## src/rtl/jse_pkg.sv

```systemverilog
package jse_pkg;

  // longest escaped form of one code point: a surrogate pair of two escapes
  localparam int unsigned MAX_BYTES = 12;
  localparam int unsigned CNT_W     = 4;

  typedef logic [CNT_W-1:0] cnt_t;
  typedef logic [7:0]       byte_t;

  // item kinds on the input tuser
  typedef enum logic [1:0] {
    ACT_OPEN  = 2'd0,
    ACT_POINT = 2'd1,
    ACT_CLOSE = 2'd2,
    ACT_NONE  = 2'd3
  } action_t;

  // register index, taken from paddr[2]
  localparam logic REG_ESC_UNICODE = 1'b0;
  localparam logic REG_QUOTE_SINGLE = 1'b1;

  // characters used by the escapes
  localparam byte_t CH_BSL = 8'h5C;
  localparam byte_t CH_U   = 8'h75;
  localparam byte_t CH_DQ  = 8'h22;
  localparam byte_t CH_SQ  = 8'h27;
  localparam byte_t CH_B   = 8'h62;
  localparam byte_t CH_T   = 8'h74;
  localparam byte_t CH_N   = 8'h6E;
  localparam byte_t CH_F   = 8'h66;
  localparam byte_t CH_R   = 8'h72;

  localparam logic [20:0] CP_MAX     = 21'h10FFFF;
  localparam logic [20:0] CP_SUR_LO  = 21'h00D800;
  localparam logic [20:0] CP_SUR_HI  = 21'h00DFFF;
  localparam logic [20:0] CP_REPLACE = 21'h00FFFD;
  localparam logic [20:0] CP_PLANE1  = 21'h010000;

  // escaped bytes of one item, byte 0 goes out first
  typedef struct packed {
    logic [MAX_BYTES-1:0][7:0] bytes;
    cnt_t                      count;
  } enc_t;

  // uppercase hex digit
  function automatic byte_t hex_char(input logic [3:0] d);
    byte_t c;
    c = (d < 4'd10) ? (8'h30 + {4'b0, d}) : (8'h37 + {4'b0, d});
    return c;
  endfunction

  // \uXXXX, backslash in the lowest byte
  function automatic logic [5:0][7:0] u_escape(input logic [15:0] v);
    logic [5:0][7:0] e;
    e[0] = CH_BSL;
    e[1] = CH_U;
    e[2] = hex_char(v[15:12]);
    e[3] = hex_char(v[11:8]);
    e[4] = hex_char(v[7:4]);
    e[5] = hex_char(v[3:0]);
    return e;
  endfunction

endpackage

```

## src/rtl/jse_encoder.sv

```systemverilog
module jse_encoder
  import jse_pkg::*;
(
  input  action_t     action,
  input  logic [20:0] code_point,
  input  logic        esc_unicode,
  input  logic        quote_single,
  output enc_t        enc
);

  logic [20:0] cp;
  logic [20:0] cp_off;
  byte_t       quote;
  logic        is_low;

  // out-of-range values and surrogates become the replacement character
  assign cp = ((code_point > CP_MAX) ||
               ((code_point >= CP_SUR_LO) && (code_point <= CP_SUR_HI)))
              ? CP_REPLACE : code_point;
  assign cp_off = cp - CP_PLANE1;
  assign quote  = quote_single ? CH_SQ : CH_DQ;
  assign is_low = (cp[20:8] == 13'd0);

  // one code point to its escaped byte sequence
  always_comb begin
    enc.bytes = '0;
    enc.count = '0;
    unique case (action)
      ACT_OPEN, ACT_CLOSE: begin
        enc.bytes[0] = quote;
        enc.count    = cnt_t'(1);
      end
      ACT_POINT: begin
        priority if (is_low && (cp[7:0] == 8'h08)) begin
          enc.bytes[1:0] = {CH_B, CH_BSL};
          enc.count      = cnt_t'(2);
        end else if (is_low && (cp[7:0] == 8'h09)) begin
          enc.bytes[1:0] = {CH_T, CH_BSL};
          enc.count      = cnt_t'(2);
        end else if (is_low && (cp[7:0] == 8'h0A)) begin
          enc.bytes[1:0] = {CH_N, CH_BSL};
          enc.count      = cnt_t'(2);
        end else if (is_low && (cp[7:0] == 8'h0C)) begin
          enc.bytes[1:0] = {CH_F, CH_BSL};
          enc.count      = cnt_t'(2);
        end else if (is_low && (cp[7:0] == 8'h0D)) begin
          enc.bytes[1:0] = {CH_R, CH_BSL};
          enc.count      = cnt_t'(2);
        end else if (is_low && (cp[7:0] == CH_BSL)) begin
          enc.bytes[1:0] = {CH_BSL, CH_BSL};
          enc.count      = cnt_t'(2);
        end else if (is_low && (cp[7:0] == quote)) begin
          enc.bytes[1:0] = {quote, CH_BSL};
          enc.count      = cnt_t'(2);
        end else if (cp < 21'h20) begin
          enc.bytes[5:0] = u_escape(cp[15:0]);
          enc.count      = cnt_t'(6);
        end else if (cp < 21'h80) begin
          enc.bytes[0] = cp[7:0];
          enc.count    = cnt_t'(1);
        end else if (esc_unicode && (cp <= 21'h00FFFF)) begin
          enc.bytes[5:0] = u_escape(cp[15:0]);
          enc.count      = cnt_t'(6);
        end else if (esc_unicode) begin
          // surrogate pair
          enc.bytes[5:0]  = u_escape({6'b110110, cp_off[19:10]});
          enc.bytes[11:6] = u_escape({6'b110111, cp_off[9:0]});
          enc.count       = cnt_t'(12);
        end else if (cp < 21'h800) begin
          enc.bytes[0] = {3'b110, cp[10:6]};
          enc.bytes[1] = {2'b10, cp[5:0]};
          enc.count    = cnt_t'(2);
        end else if (cp < CP_PLANE1) begin
          enc.bytes[0] = {4'b1110, cp[15:12]};
          enc.bytes[1] = {2'b10, cp[11:6]};
          enc.bytes[2] = {2'b10, cp[5:0]};
          enc.count    = cnt_t'(3);
        end else begin
          enc.bytes[0] = {5'b11110, cp[20:18]};
          enc.bytes[1] = {2'b10, cp[17:12]};
          enc.bytes[2] = {2'b10, cp[11:6]};
          enc.bytes[3] = {2'b10, cp[5:0]};
          enc.count    = cnt_t'(4);
        end
      end
      ACT_NONE: begin
        enc.count = '0;
      end
      default: begin
        enc.count = '0;
      end
    endcase
  end

endmodule

```

## src/rtl/jse_byte_buffer.sv

```systemverilog
module jse_byte_buffer
  import jse_pkg::*;
(
  input  logic  clk,
  input  logic  rst_n,
  input  logic  load,
  input  enc_t  enc,
  output logic  can_load,
  output logic  out_tvalid,
  input  logic  out_tready,
  output byte_t out_tdata,
  output logic  out_tlast
);

  logic [MAX_BYTES-1:0][7:0] bytes_r;
  cnt_t                      cnt_r;
  cnt_t                      idx_r;
  logic                      valid_r;
  logic                      fire;
  logic                      at_last;

  assign fire     = valid_r & out_tready;
  assign at_last  = ((idx_r + cnt_t'(1)) == cnt_r);
  assign can_load = ~valid_r | (fire & at_last);

  // current beat
  assign out_tvalid = valid_r;
  assign out_tdata  = bytes_r[idx_r];
  assign out_tlast  = at_last;

  // control: load a new sequence or step through the current one
  always_ff @(posedge clk) begin
    if (!rst_n) begin
      valid_r <= 1'b0;
      idx_r   <= '0;
      cnt_r   <= '0;
    end else if (load) begin
      valid_r <= 1'b1;
      idx_r   <= '0;
      cnt_r   <= enc.count;
    end else if (fire) begin
      if (at_last) begin
        valid_r <= 1'b0;
      end else begin
        idx_r <= idx_r + cnt_t'(1);
      end
    end
  end

  // payload
  always_ff @(posedge clk) begin
    if (load) begin
      bytes_r <= enc.bytes;
    end
  end

endmodule

```

## src/rtl/json_string_escaper_unit.sv

```systemverilog
// channel  | dir | handshake          | payload
// in       | in  | in_tvalid/tready   | tuser: action, tdata: code_point
// out      | out | out_tvalid/tready  | tdata: out_byte, tlast: last
// cfg      | in  | apb, pready high   | 0x0 esc_unicode, 0x4 quote_single
//
// an item yields 1 to 12 bytes, one output beat per byte; one-byte items
// flow at one per cycle while out_tready is high, longer escapes stall the input
// an accepted item goes through the input register, then the byte buffer
// rst_n is synchronous, active low; clears valid flags and both config registers
// an unused action is dropped from the input register and produces no beat
module json_string_escaper_unit
  import jse_pkg::*;
(
  input  logic        clk,
  input  logic        rst_n,
  input  logic        in_tvalid,
  output logic        in_tready,
  input  logic [23:0] in_tdata,   // [20:0] code_point, [23:21] zero
  input  logic [1:0]  in_tuser,   // [1:0] action
  output logic        out_tvalid,
  input  logic        out_tready,
  output logic [7:0]  out_tdata,  // [7:0] out_byte
  output logic        out_tlast,
  input  logic        cfg_psel,
  input  logic        cfg_penable,
  input  logic        cfg_pwrite,
  input  logic [2:0]  cfg_paddr,
  input  logic [31:0] cfg_pwdata,
  output logic [31:0] cfg_prdata,
  output logic        cfg_pready
);

  logic        esc_unicode_r;
  logic        quote_single_r;
  logic        cfg_wr;
  logic        in_valid_r;
  action_t     in_action_r;
  logic [20:0] in_cp_r;
  logic        in_move;
  logic        buf_load;
  logic        can_load;
  enc_t        enc;

  // configuration registers
  assign cfg_pready = 1'b1;
  assign cfg_wr     = cfg_psel & cfg_penable & cfg_pwrite & cfg_pready;
  assign cfg_prdata = {31'b0, (cfg_paddr[2] == REG_QUOTE_SINGLE) ? quote_single_r
                                                                 : esc_unicode_r};

  always_ff @(posedge clk) begin
    if (!rst_n) begin
      esc_unicode_r  <= 1'b0;
      quote_single_r <= 1'b0;
    end else if (cfg_wr) begin
      unique case (cfg_paddr[2])
        REG_ESC_UNICODE:  esc_unicode_r  <= cfg_pwdata[0];
        REG_QUOTE_SINGLE: quote_single_r <= cfg_pwdata[0];
        default:          esc_unicode_r  <= esc_unicode_r;
      endcase
    end
  end

  // input register, freed when its item moves into the byte buffer or is dropped
  assign in_move   = in_valid_r & ((enc.count == '0) | can_load);
  assign buf_load  = in_move & (enc.count != '0);
  assign in_tready = ~in_valid_r | in_move;

  always_ff @(posedge clk) begin
    if (!rst_n) begin
      in_valid_r <= 1'b0;
    end else if (in_tvalid && in_tready) begin
      in_valid_r <= 1'b1;
    end else if (in_move) begin
      in_valid_r <= 1'b0;
    end
  end

  always_ff @(posedge clk) begin
    if (in_tvalid && in_tready) begin
      in_action_r <= action_t'(in_tuser);
      in_cp_r     <= in_tdata[20:0];
    end
  end

  // escape logic
  jse_encoder u_encoder (
    .action         (in_action_r),
    .code_point     (in_cp_r),
    .esc_unicode    (esc_unicode_r),
    .quote_single   (quote_single_r),
    .enc            (enc)
  );

  // byte sequence output
  jse_byte_buffer u_byte_buffer (
    .clk        (clk),
    .rst_n      (rst_n),
    .load       (buf_load),
    .enc        (enc),
    .can_load   (can_load),
    .out_tvalid (out_tvalid),
    .out_tready (out_tready),
    .out_tdata  (out_tdata),
    .out_tlast  (out_tlast)
  );

  // an empty input register always takes a beat
  a_in_ready_when_empty: assert property (
    @(posedge clk) disable iff (!rst_n) !in_valid_r |-> in_tready
  ) else $error("input register empty but not ready");

  // a one-byte item moved into a free buffer comes out as a single last beat
  a_single_byte_last: assert property (
    @(posedge clk) disable iff (!rst_n)
    (buf_load && (enc.count == cnt_t'(1))) |=> (out_tvalid && out_tlast)
  ) else $error("single-byte item not presented as last beat");

  // a write to the escape register takes effect on the next cycle
  a_cfg_write: assert property (
    @(posedge clk) disable iff (!rst_n)
    (cfg_wr && (cfg_paddr[2] == REG_ESC_UNICODE)) |=> (esc_unicode_r == $past(cfg_pwdata[0]))
  ) else $error("unicode escape register write lost");

endmodule
```

## config.mk

```make
export PLATFORM = sky130hd
export DESIGN_NAME = json_string_escaper_unit
export DESIGN_NICKNAME = d
export VERILOG_FILES = /design/src/rtl/jse_pkg.sv /design/src/rtl/jse_encoder.sv /design/src/rtl/jse_byte_buffer.sv /design/src/rtl/json_string_escaper_unit.sv
export SDC_FILE = /design/constraint.sdc
export NUM_CORES = 1
export LEC_CHECK = 0
export ABC_AREA = 1
export BUFFER_PORTS_ARGS = -buffer_cell sky130_fd_sc_hd__buf_2
export CAP_MARGIN = 10
export CORE_MARGIN = 2
export CORE_UTILIZATION = 46
export DETAILED_ROUTE_END_ITERATION = 12
export MAX_ROUTING_LAYER = met4
export PLACE_DENSITY_LB_ADDON = 0.08
export SLEW_MARGIN = 0
export SYNTH_ARGS = -nofsm -noshare
export SYNTH_HDL_FRONTEND = slang
export SYNTH_SLANG_ARGS = --single-unit
```

## constraint.sdc

```tcl
create_clock -name clk -period 3.9 [get_ports clk]
set_input_delay 0.78 -clock clk [delete_from_list [all_inputs] [get_ports clk]]
set_output_delay 0.78 -clock clk [all_outputs]
set_load 0.01 [all_outputs]
```

# == Yosys cells after proc, flatten, opt, wreduce, memory -nomap -nowiden ==
# Index checks and enable logic that the tools add are counted.
# word_totals
ff_bits,131
in_bits,68
output_inout_bits,44
# classes
add_sub_neg,21
order_cmp,18
eq_ne,11
n_mux,57
bitwise,15
reduce_logical,29
# ops
cell,n
$mux W64,12
$mux W52,10
$add A6 B4 Y7 const A,19
$mux W19,6
$mux W8,11
$le A21 B16 Y1 const B,2
$eq A8 B4 Y1 const B,5
$mux W20,2
$mux W40,1
$lt A4 B4 Y1 const B,9
$mux W36,1
$bmux W8 S4,1
$mux W26,1
$ge A21 B16 Y1 const B,1
$gt A21 B21 Y1 const B,1
$lt A21 B12 Y1 const B,1
$lt A21 B17 Y1 const B,1
$lt A21 B6 Y1 const B,1
$lt A21 B8 Y1 const B,1
$mux W21,1
$sub A20 B17 Y20 const B,1
$mux W16,1
$pmux W8 S2,1
$logic_not A13 Y1,1
26 further kinds,60

# == Logic depth before layout (Yosys ltp) ==
# Gate-level depths: netlist of the first run.
# depth
ltp_word,44
mapped_depth,24

# == Hierarchy ==
# Synthesis of the first run repeated with hierarchy kept, for this count alone.
# unflattened
hier_cells,1064
hier_area_um2,8862.2
# by_module_without_submodules
module,n_inst,cells_each,area_per_inst_um2
jse_byte_buffer,1,339,4261.6
jse_encoder,1,637,3480.8
json_string_escaper_unit,1,88,1119.8

# == Worst setup path after synthesis of the first run ==
# No wires, ideal clock.
# synth_timing
path_type,reg-to-reg
start,register u_byte_buffer.idx_r[2]
end,register u_byte_buffer.cnt_r[3]
setup_ps,85
t_arrival_ps,3281
required_ps,3815
path_slack_ps,534
path_stages_with_launch,12
synth_period_minus_slack_ps,3366
path_cell_list,dfxtp_1 clkbuf_1 nand3_1 xor2_1 xnor2_1 nor2_1 nand2_1 nand2_1 nand3_1 inv_1 o21ai_0 a21oi_2
# synth_between
elab_chain_cells,7
# synth_rtl
element,line_no,source
from (decl),jse_byte_buffer.sv:17,cnt_t idx_r;
from (signal assigned),jse_byte_buffer.sv:45,idx_r <= idx_r + cnt_t'(1);
$add A4 B1 Y4,jse_byte_buffer.sv:23,assign at_last = ((idx_r + cnt_t'(1)) == cnt_r);
$eq A4 B4 Y1,jse_byte_buffer.sv:23,
via out_tlast,json_string_escaper_unit.sv:23,"output logic out_tlast,"
$and A1 B1 Y1,jse_byte_buffer.sv:24,assign can_load = ~valid_r | (fire & at_last);
$or A1 B1 Y1,jse_byte_buffer.sv:24,
$or A1 B1 Y1,json_string_escaper_unit.sv:64,assign in_move = in_valid_r & ((enc.count == '0) | can_load);
$and A1 B1 Y1,json_string_escaper_unit.sv:64,
$and A1 B1 Y1,json_string_escaper_unit.sv:65,assign buf_load = in_move & (enc.count != '0);
via buf_load,json_string_escaper_unit.sv:40,logic buf_load;
to (signal assigned),jse_byte_buffer.sv:40,cnt_r <= enc.count;
to (decl),jse_byte_buffer.sv:16,cnt_t cnt_r;
# The timed path passes the listed nets, and every way through them passes these cells.
# A chain may end at the register's enable or synchronous reset.

# == Worst setup path in the final report of the first run ==
# layout_timing
start,register in_cp_r[17]
end,register u_byte_buffer.bytes_r[27] in the netlist's numbering (data pin)
# layout_between
elab_chain_cells,19
elab_cells_between_ends,51
# layout_rtl
element,line_no,source
from (decl),json_string_escaper_unit.sv:38,logic [20:0] in_cp_r;
from (signal assigned),json_string_escaper_unit.sv:81,in_cp_r <= in_tdata[20:0];
$ge A21 B16 Y1 / $le A21 B16 Y1 (equally long branches),jse_encoder.sv:18,((code_point >= CP_SUR_LO) && (code_point <= CP_SUR_HI)))
$logic_and A1 B1 Y1,jse_encoder.sv:18,
$logic_or A1 B1 Y1,jse_encoder.sv:17,assign cp = ((code_point > CP_MAX) ||
$mux W21 *,jse_encoder.sv:19,? CP_REPLACE : code_point;
$sub A20 B17 Y20 / $lt A21 B17 Y1 (equally long branches),"jse_encoder.sv:20, jse_encoder.sv:73",
$add A6 B4 Y7 (tied with other cells),jse_pkg.sv:48,"c = (d < 4'd10) ? (8'h30 + {4'b0, d}) : (8'h37 + {4'b0, d});"
$mux W8 / $mux W16 (equally long branches),"jse_pkg.sv:48, jse_encoder.sv:69",
$mux W36,jse_encoder.sv:64,end else if (esc_unicode) begin
$mux W52,jse_encoder.sv:61,end else if (esc_unicode && (cp <= 21'h00FFFF)) begin
$mux W52 (7 in series),--,
$mux W52,jse_encoder.sv:28,unique case (action)
$mux W40,jse_encoder.sv:58,end else if (cp < 21'h80) begin
$mux W52,jse_encoder.sv:55,end else if (cp < 21'h20) begin
to (signal assigned),jse_byte_buffer.sv:53,bytes_r <= enc.bytes;
to (decl),jse_byte_buffer.sv:15,logic [MAX_BYTES-1:0][7:0] bytes_r;
# Every way passes the cells marked *; elsewhere a longest branch is shown, timed or not. The select of a mux whose other input is x is not followed.

==> flow_summary.yaml, run 1 <==
outcome:
  status: "finished clean"
routing:
  drtPass1Iterations: 5
  drt_iter0_markers: 591
  post_drt_wl_per_cell_um: 18.18
  vias_per_cell: 5.429
  ant_nets: 0
  drt-total-wl_um: 21310
  drc: 0
  vias: 6363
grt:
  grt_pass1_wl_um: 33010
  grt_max_degree: 54
  grt_usage: 0.2742
  grt_antenna_before_repair: 0
  grt_pass1_vias: 5750
  grt_overflow_total: 0
floorplan:
  num_rows: 45
  die-area_um2: 16610
  core_um2: 15200
  num_io_pins: 112
  start_util: 0.4719
  dieHeight_um: 128.9
  die_x_um: 128.9
timing:
  fmax_ghz: 0.2726
  period_share: 0.9406
  skew_ns: 0.01040
  whs_ns: 0.4730
  slew_viol_final: 0
  fin_setup_tns_ns: 0
  setup_viol: 0
  slew_headroom: 0.5879
  rsz0062_at_grt: "no"
  finalHoldViolCount: 0
  setup_ws_ns: 0.2315
  period_needed_ns: 3.668
  worst_slew_pin_slew_ns: 0.6117
synth:
  synth_top_flop_cell: "edfxtp_1"
  yosysSeqAreaShare: 0.4019
  synth_warnings: 0
  syn_avg_cell_area_um2: 7.738
  ys_types: 51
  async_reset_ff_frac: 0
  synthCells: 927
  synth.cell_area_um2: 7173
  ys_seq_elements: 100
  synth_edf_count: 88
min_path:
  hp-class: "flip-flop to flip-flop"
pwr:
  p_per_area_nw_per_um2: 339.9
  power_mw: 2.680
  power.leakage_nw: 3.461
  max-vdd-ir-drop_mv: 0.1981
flow_run:
  maxCapViolCount: 0
clocking:
  clock_sinks: 100
  clk_pin_slew_worst_paths_ns: 0.08
  worstSkewPairLatency_ns: 0.36
  cts_made_buffers: 9
  hold_buffers: 0
  cts_tree: "yes"
  clock_path_buffers: 2
  post_cts_resized: 0
  cts_max_level: 3
  clockRootBuffer: "clkbuf_16"
  post_cts_buffers: 0
cells_and_area:
  antenna_cells: 0
  instances_no_fill: 1172
  drive_above_1_share: 0.1514
  areaGrowthSynthToFinish_pct: 9.925
  nFillCells: 1537
  nets: 1072
critical_path:
  cp_slowest_stage_delay_ns: 0.50
  crit_fanout: 17
  end_kind: "flip-flop"
  start_kind: "flip-flop"
  crit_chain: "nor2_4, nand3_2, nor2_2, nand3_2, nand2_4, buf_4, nor2_8, inv_1, ha_1, nand4_1, nand3b_1, nor2_1, nand2_1, nand2_2, nand2_4, inv_2, o21ai_0, nand3_1, nor2_1"
  worstPathRequired_ns: 4.01
  crit_slowest_cell: "edfxtp_1"
  arrival_ns: 3.78
  crit_type: "flip-flop to flip-flop"
place:
  io_buffers: 43
  hpwl_um: 16190
  dp.cells: 1156
  gp_congestion: 0.9817
  dp_slack_ns: 0.1524
per-stage QoR:
| step | utilization | instance area, µm² |
|---|---|---|
| 6_report | 0.5187 | 7885 |
| 4_1_cts | 0.5180 | 7875 |
| 3_3_place_gp | 0.4978 | 7567 |
| 3_5_place_dp | 0.4978 | 7567 |
| 2_1_floorplan | - | 7286 |
| 5_1_grt | 0.5187 | 7885 |
layer usage:
metal  GRT usage  part of all wire  wire [µm]  up-vias
li1            -                 -          -     3151
met1      0.3765              0.46       9887     2939
met2      0.4230              0.46       9699      238
met3     0.02869             0.052       1118       35
met4     0.09719             0.028        603        0
met5           -                 0          0        -
power by group:
part           total [mW]  switching, mW  internal, mW
sequential           1.26         0.0370          1.22
clock               0.936          0.435         0.502
combinational       0.482          0.333         0.150
registers in the layout, summed over array words and instances (netlist names):
register / flops
in_action_r: 2
in_cp_r: 21
u_byte_buffer.cnt_r: 4
u_byte_buffer.out_tvalid: 1
esc_unicode_r: 1
in_valid_r: 1
u_byte_buffer.bytes_r: 65
quote_single_r: 1
u_byte_buffer.idx_r: 4
final timing paths:
| check | start | end | slack [ns] | cells after the start |
|---|---|---|---|---|
| worst min-delay path | u_byte_buffer.cnt_r[2]$_SDFFE_PN0P_ | u_byte_buffer.cnt_r[2]$_SDFFE_PN0P_ | 0.47 | 2 |
| worst max-delay path | in_cp_r[17]$_DFFE_PP_ | u_byte_buffer.bytes_r[27]$_SDFFCE_PP0P_ | 0.23 | 19 |
| worst max register to register | in_cp_r[17]$_DFFE_PP_ | u_byte_buffer.bytes_r[27]$_SDFFCE_PP0P_ | 0.23 | 19 |
| worst min register to register | u_byte_buffer.cnt_r[2]$_SDFFE_PN0P_ | u_byte_buffer.cnt_r[2]$_SDFFE_PN0P_ | 0.47 | 2 |
critical path, delay by kind of cell, from the launching register on:
| family | cells | cell delay, ns |
|---|---|---|
| flops | 1 | 0.50 |
| buf+inv | 3 | 0.64 |
| fa+ha+maj | 1 | 0.19 |
| simple gates | 14 | 1.90 |
| compound gates | 1 | 0.17 |
cells in the final DEF, fill, tap and decap left out, types with 3 or more instances in the layout:
cell type | synthesis | layout
nand2_1 | 207 | 207
nor2_1 | 109 | 107
o21ai_0 | 93 | 93
inv_1 | 90 | 89
edfxtp_1 | 88 | 88
nand3_1 | 65 | 65
buf_2 | 7 | 43
conb_1 | 2 | 32
a21oi_1 | 29 | 29
buf_4 | 36 | 29
ha_1 | 25 | 25
xor2_1 | 12 | 12
nand4_1 | 12 | 12
dfxtp_1 | 12 | 12
nor2_2 | 9 | 11
o211ai_1 | 10 | 10
o22ai_1 | 10 | 10
clkbuf_16 | 0 | 10
nand3_2 | 9 | 9
nand2_2 | 10 | 9
nor2_4 | 8 | 8
inv_2 | 6 | 7
nor3_1 | 6 | 6
o21ai_1 | 6 | 6
a211oi_1 | 5 | 5
or2_2 | 4 | 4
xnor2_1 | 3 | 3
nand2_4 | 2 | 3
a22o_1 | 3 | 3
o31ai_1 | 3 | 3
nand3b_1 | 3 | 3
and3_1 | 3 | 3
inv_6 | 0 | 3
cell type report:
class	instances	area (µm²)	share of cell area
clock buffers	11	264.0	0.03348
clock inverters	5	43.79	0.005554
inverters	97	364.1	0.04618
multi-input cells	698	3642	0.4619
flip-flops and latches	100	2883	0.3656
well taps	188	235.2	0.02983
repair buffers	73	452.9	0.05744
logic make-up (layout without fill, tap and decap cells):
logic type               count (synthesis)  after routing  synth area share
AO/OA/AOI/OAI                          170            170            0.1343
adder cells (fa/ha/maj)                 25             25           0.04361
XOR/XNOR                                15             15           0.01832
buffers and inverters                  159            186            0.1074
flip-flops                             100            100            0.4019
AND/OR/NAND/NOR                        456            456            0.2934
other                                    2             32          0.001047
synth_stat cells, types with 10 or more instances:
master,count,area (µm²)
a21oi_1,29,145.1
buf_4,36,270.3
clkbuf_1,15,56.30
dfxtp_1,12,240.2
edfxtp_1,88,2643
ha_1,25,312.8
inv_1,90,337.8
nand2_1,207,777.0
nand2_2,10,62.56
nand3_1,65,325.3
nand4_1,12,75.07
nor2_1,109,409.1
o211ai_1,10,75.07
o21ai_0,93,465.5
o22ai_1,10,62.56
xor2_1,12,105.1
Power figures use the tool's default switching activity.
==> run 2, diff against run 1 <==
Settings changed: SYNTH_HIERARCHICAL from default to 1.
==> run 2 against run 1 <==
- the flow now finishes with violations (negative setup slack)
- via count rose by 21%
- sequential power rose by 29%
- clock skew fell by 0.0016 ns
- maximum frequency fell by 11%
- synthesized cell count rose by 15%
- register-to-register slack got worse by 0.43 ns
- total power rose by 53%
- die area rose by 23%
==> flow_summary.yaml, run 2 <==
min_path:
  min_from: "u_byte_buffer/cnt_r[2]$_SDFFE_PN0P_"
  min_to: "u_byte_buffer/cnt_r[2]$_SDFFE_PN0P_"
  hp-class: "flip-flop to flip-flop"
  holdPathStages: 2
grt:
  grt_max_degree: 54
  grt_overflow_total: 0
  grt_usage: 0.2758
  grt_pass1_vias: 7192
  grt_pass1_wl_um: 40840
  grt_antenna_before_repair: 0
synth:
  yosys-top-cells-count: "174 x nand2_1, 139 x nor2_1, 119 x edfxtp_1"
  ys_types: 48
  synth.cell_area_um2: 8862
  ys_seq_elements: 131
  syn_avg_cell_area_um2: 8.329
  synth_top_flop_cell: "edfxtp_1"
  yosysSeqAreaShare: 0.4303
  synth.top_cell.area_share: 0.4032
  synth_warnings: 6
  synth_area_leaders: "edfxtp_1 40%, nand2_1 7.4%, buf_4 6.3%"
  synth_edf_count: 119
  async_reset_ff_frac: 0
  synth_top_cell_by_area: "edfxtp_1"
  synthCells: 1064
  synth.most_common_cell: "nand2_1"
routing:
  post_drt_wl_per_cell_um: 17.78
  vias_per_cell: 5.153
  drc: 0
  vias: 7673
  drt_iter0_markers: 600
  drtPass1Iterations: 6
  ant_nets: 0
  drt-total-wl_um: 26470
outcome:
  violations: "negative setup slack"
  status: "complete, but fails checks"
floorplan:
  die-area_um2: 20390
  num_io_pins: 112
  num_rows: 50
  core_um2: 18830
  die_x_um: 142.8
  dieHeight_um: 142.8
  start_util: 0.4706
place:
  gp_congestion: 0.9662
  io_buffers: 43
  hpwl_um: 19240
critical_path:
  end_kind: "output port"
  crit_fanout: 7
  r2r_slack_ns: -0.20
  arrival_ns: 3.33
  critical_path.top_delay_family: "simple AND/OR/NAND/NOR gates"
  worstPathRequired_ns: 3.12
  crit_type: "flip-flop to output port"
  crit_slowest_cell: "edfxtp_1"
  r2r_cells: 29
  start_kind: "flip-flop"
  cp-startpoint: "in_cp_r[17]$_DFFE_PP_"
  cp_slowest_stage_delay_ns: 0.42
  crit_chain: "nor2_4, nand3_2, nand2_4, buf_12, nand3_4, inv_4, ha_4, and3_4, nand3_4, nor2_4, buf_6, nand4_1, nand2_2, nor2_4, nand2_4, nor2_8, nand2_4, clkinvlp_4, nor2_2, nand2_1, nand3_2, buf_6"
  rr_startpoint: "in_cp_r[16]$_DFFE_PP_"
  regToRegEndpoint: "u_byte_buffer/bytes_r[13]$_DFFE_PP_"
  crit_buf_inv: 5
cells_and_area:
  antenna_cells: 0
  areaGrowthSynthToFinish_pct: 23.92
  largest_reg_flops: 96
  reg_top3: "u_byte_buffer/bytes_r x96, in_cp_r x21"
  nFillCells: 1727
  layout.cells.most_common_list: "170 x nand2_1, 131 x nor2_1, 127 x buf_4"
  regMostFlops: "u_byte_buffer/bytes_r"
  nets: 1310
  ff_latch_area_um2: 3815
  multiInputGateArea_um2: 4307
  layout_commonest_cell: "nand2_1"
  drive_above_1_share: 0.2766
clocking:
  clock_sinks: 131
  cts_tree: "yes"
  clockRootBuffer: "clkbuf_16"
  worstSkewPairLatency_ns: 0.42
  cts_made_buffers: 17
  clk_pin_slew_worst_paths_ns: 0.06
  clock_path_buffers: 2
  cts_max_level: 4
timing:
  period_needed_ns: 4.107
  skew_ns: 0.008788
  finalHoldViolCount: 0
  worst_slew_pin_slew_ns: 0.8409
  whs_ns: 0.4798
  setup_viol: 2
  slew_viol_final: 0
  slew_headroom: 0.4388
  fmax_ghz: 0.2435
  setup_ws_ns: -0.2065
  rsz0062_at_grt: "yes"
  period_share: 1.053
flow_run:
  maxCapViolCount: 0
pwr:
  max-vdd-ir-drop_mv: 0.3059
  p_per_area_nw_per_um2: 374.0
  power.leakage_nw: 4.968
  power_mw: 4.107
==> run 2: layer usage <==
metal | part of all wire | global-route usage | up-vias
met5 | 0 | - | -
met4 | 0.034 | 0.1037 | 0
met3 | 0.056 | 0.04427 | 62
met2 | 0.47 | 0.4355 | 263
met1 | 0.44 | 0.3592 | 3568
li1 | - | - | 3780
==> run 2: area by class of cell <==
type,instances,area share
Clock buffer,19,0.03942
Clock inverter,13,0.01891
Inverter,121,0.04284
Multi-Input combinational cell,761,0.3922
Sequential cell,131,0.3474
Tap cell,260,0.02962
Timing Repair Buffer,184,0.1297
==> run 2: power breakdown <==
group	switching (mW)	internal, mW
logic	0.460	0.248
registers	0.0313	1.60
clock network	0.629	1.14
total	1.12	2.99
==> run 2: cells by family (layout without fill, tap and decap cells) <==
logic type / count (synthesis) / after routing / share of synthesized area
simple gates: 479 / 480 / 0.2640
buf+inv: 223 / 337 / 0.1358
compound gates: 192 / 192 / 0.1220
flops: 131 / 131 / 0.4303
fa+ha+maj: 26 / 26 / 0.03671
xor+xnor: 10 / 10 / 0.009882
other cells: 3 / 53 / 0.001271
==> run 2: worst min-delay path: cells and delay by family, from the launching register on <==
kind	cells	cell delay, ns
AOI/OAI and AO/OA	1	0.06
buffers and inverters	1	0.07
DFF	1	0.31
==> run 2: how the worst max path moves through the flow <==
stage | end | slack [ns] | depth (start not counted)
2_1_floorplan | u_byte_buffer/cnt_r[0]$_SDFFE_PN0P_ | -1.23 | 27
3_3_place_gp | in_tready | 0.07 | 18
3_5_place_dp | in_tready | -0.01 | 22
4_1_cts | in_tready | -0.23 | 22
5_1_grt | in_tready | -0.37 | 22
6_report | in_tready | -0.21 | 22
==> run 2: what timing repair did <==
| item | in CTS | in global routing |
|---|---|---|
| resized for setup | 41 | 19 |
| endpoints found under the hold margin | 0 | 0 |
| gates cloned | 1 | 1 |
| endpoints found under the setup margin | 1 | 42 |
| hold buffers | 0 | 0 |
| setup buffers | 44 | 15 |
| pin swaps | 20 | 19 |
==> run 2: stage by stage <==
stage | setup TNS [ns] | instances | setup WS, ns | utilization | area, µm²
CTS | -1.037 | 1477 | -0.2279 | 0.5744 | 10820
detailed placement | -0.01147 | 1400 | -0.01147 | 0.5123 | 9647
finish | -0.4108 | 1489 | -0.2065 | 0.5832 | 10980
global placement | 0 | 1400 | 0.06614 | 0.5123 | 9647
global route | -0.7153 | 1489 | -0.3662 | 0.5832 | 10980
floorplan | -94.70 | 1114 | -1.232 | - | 9126
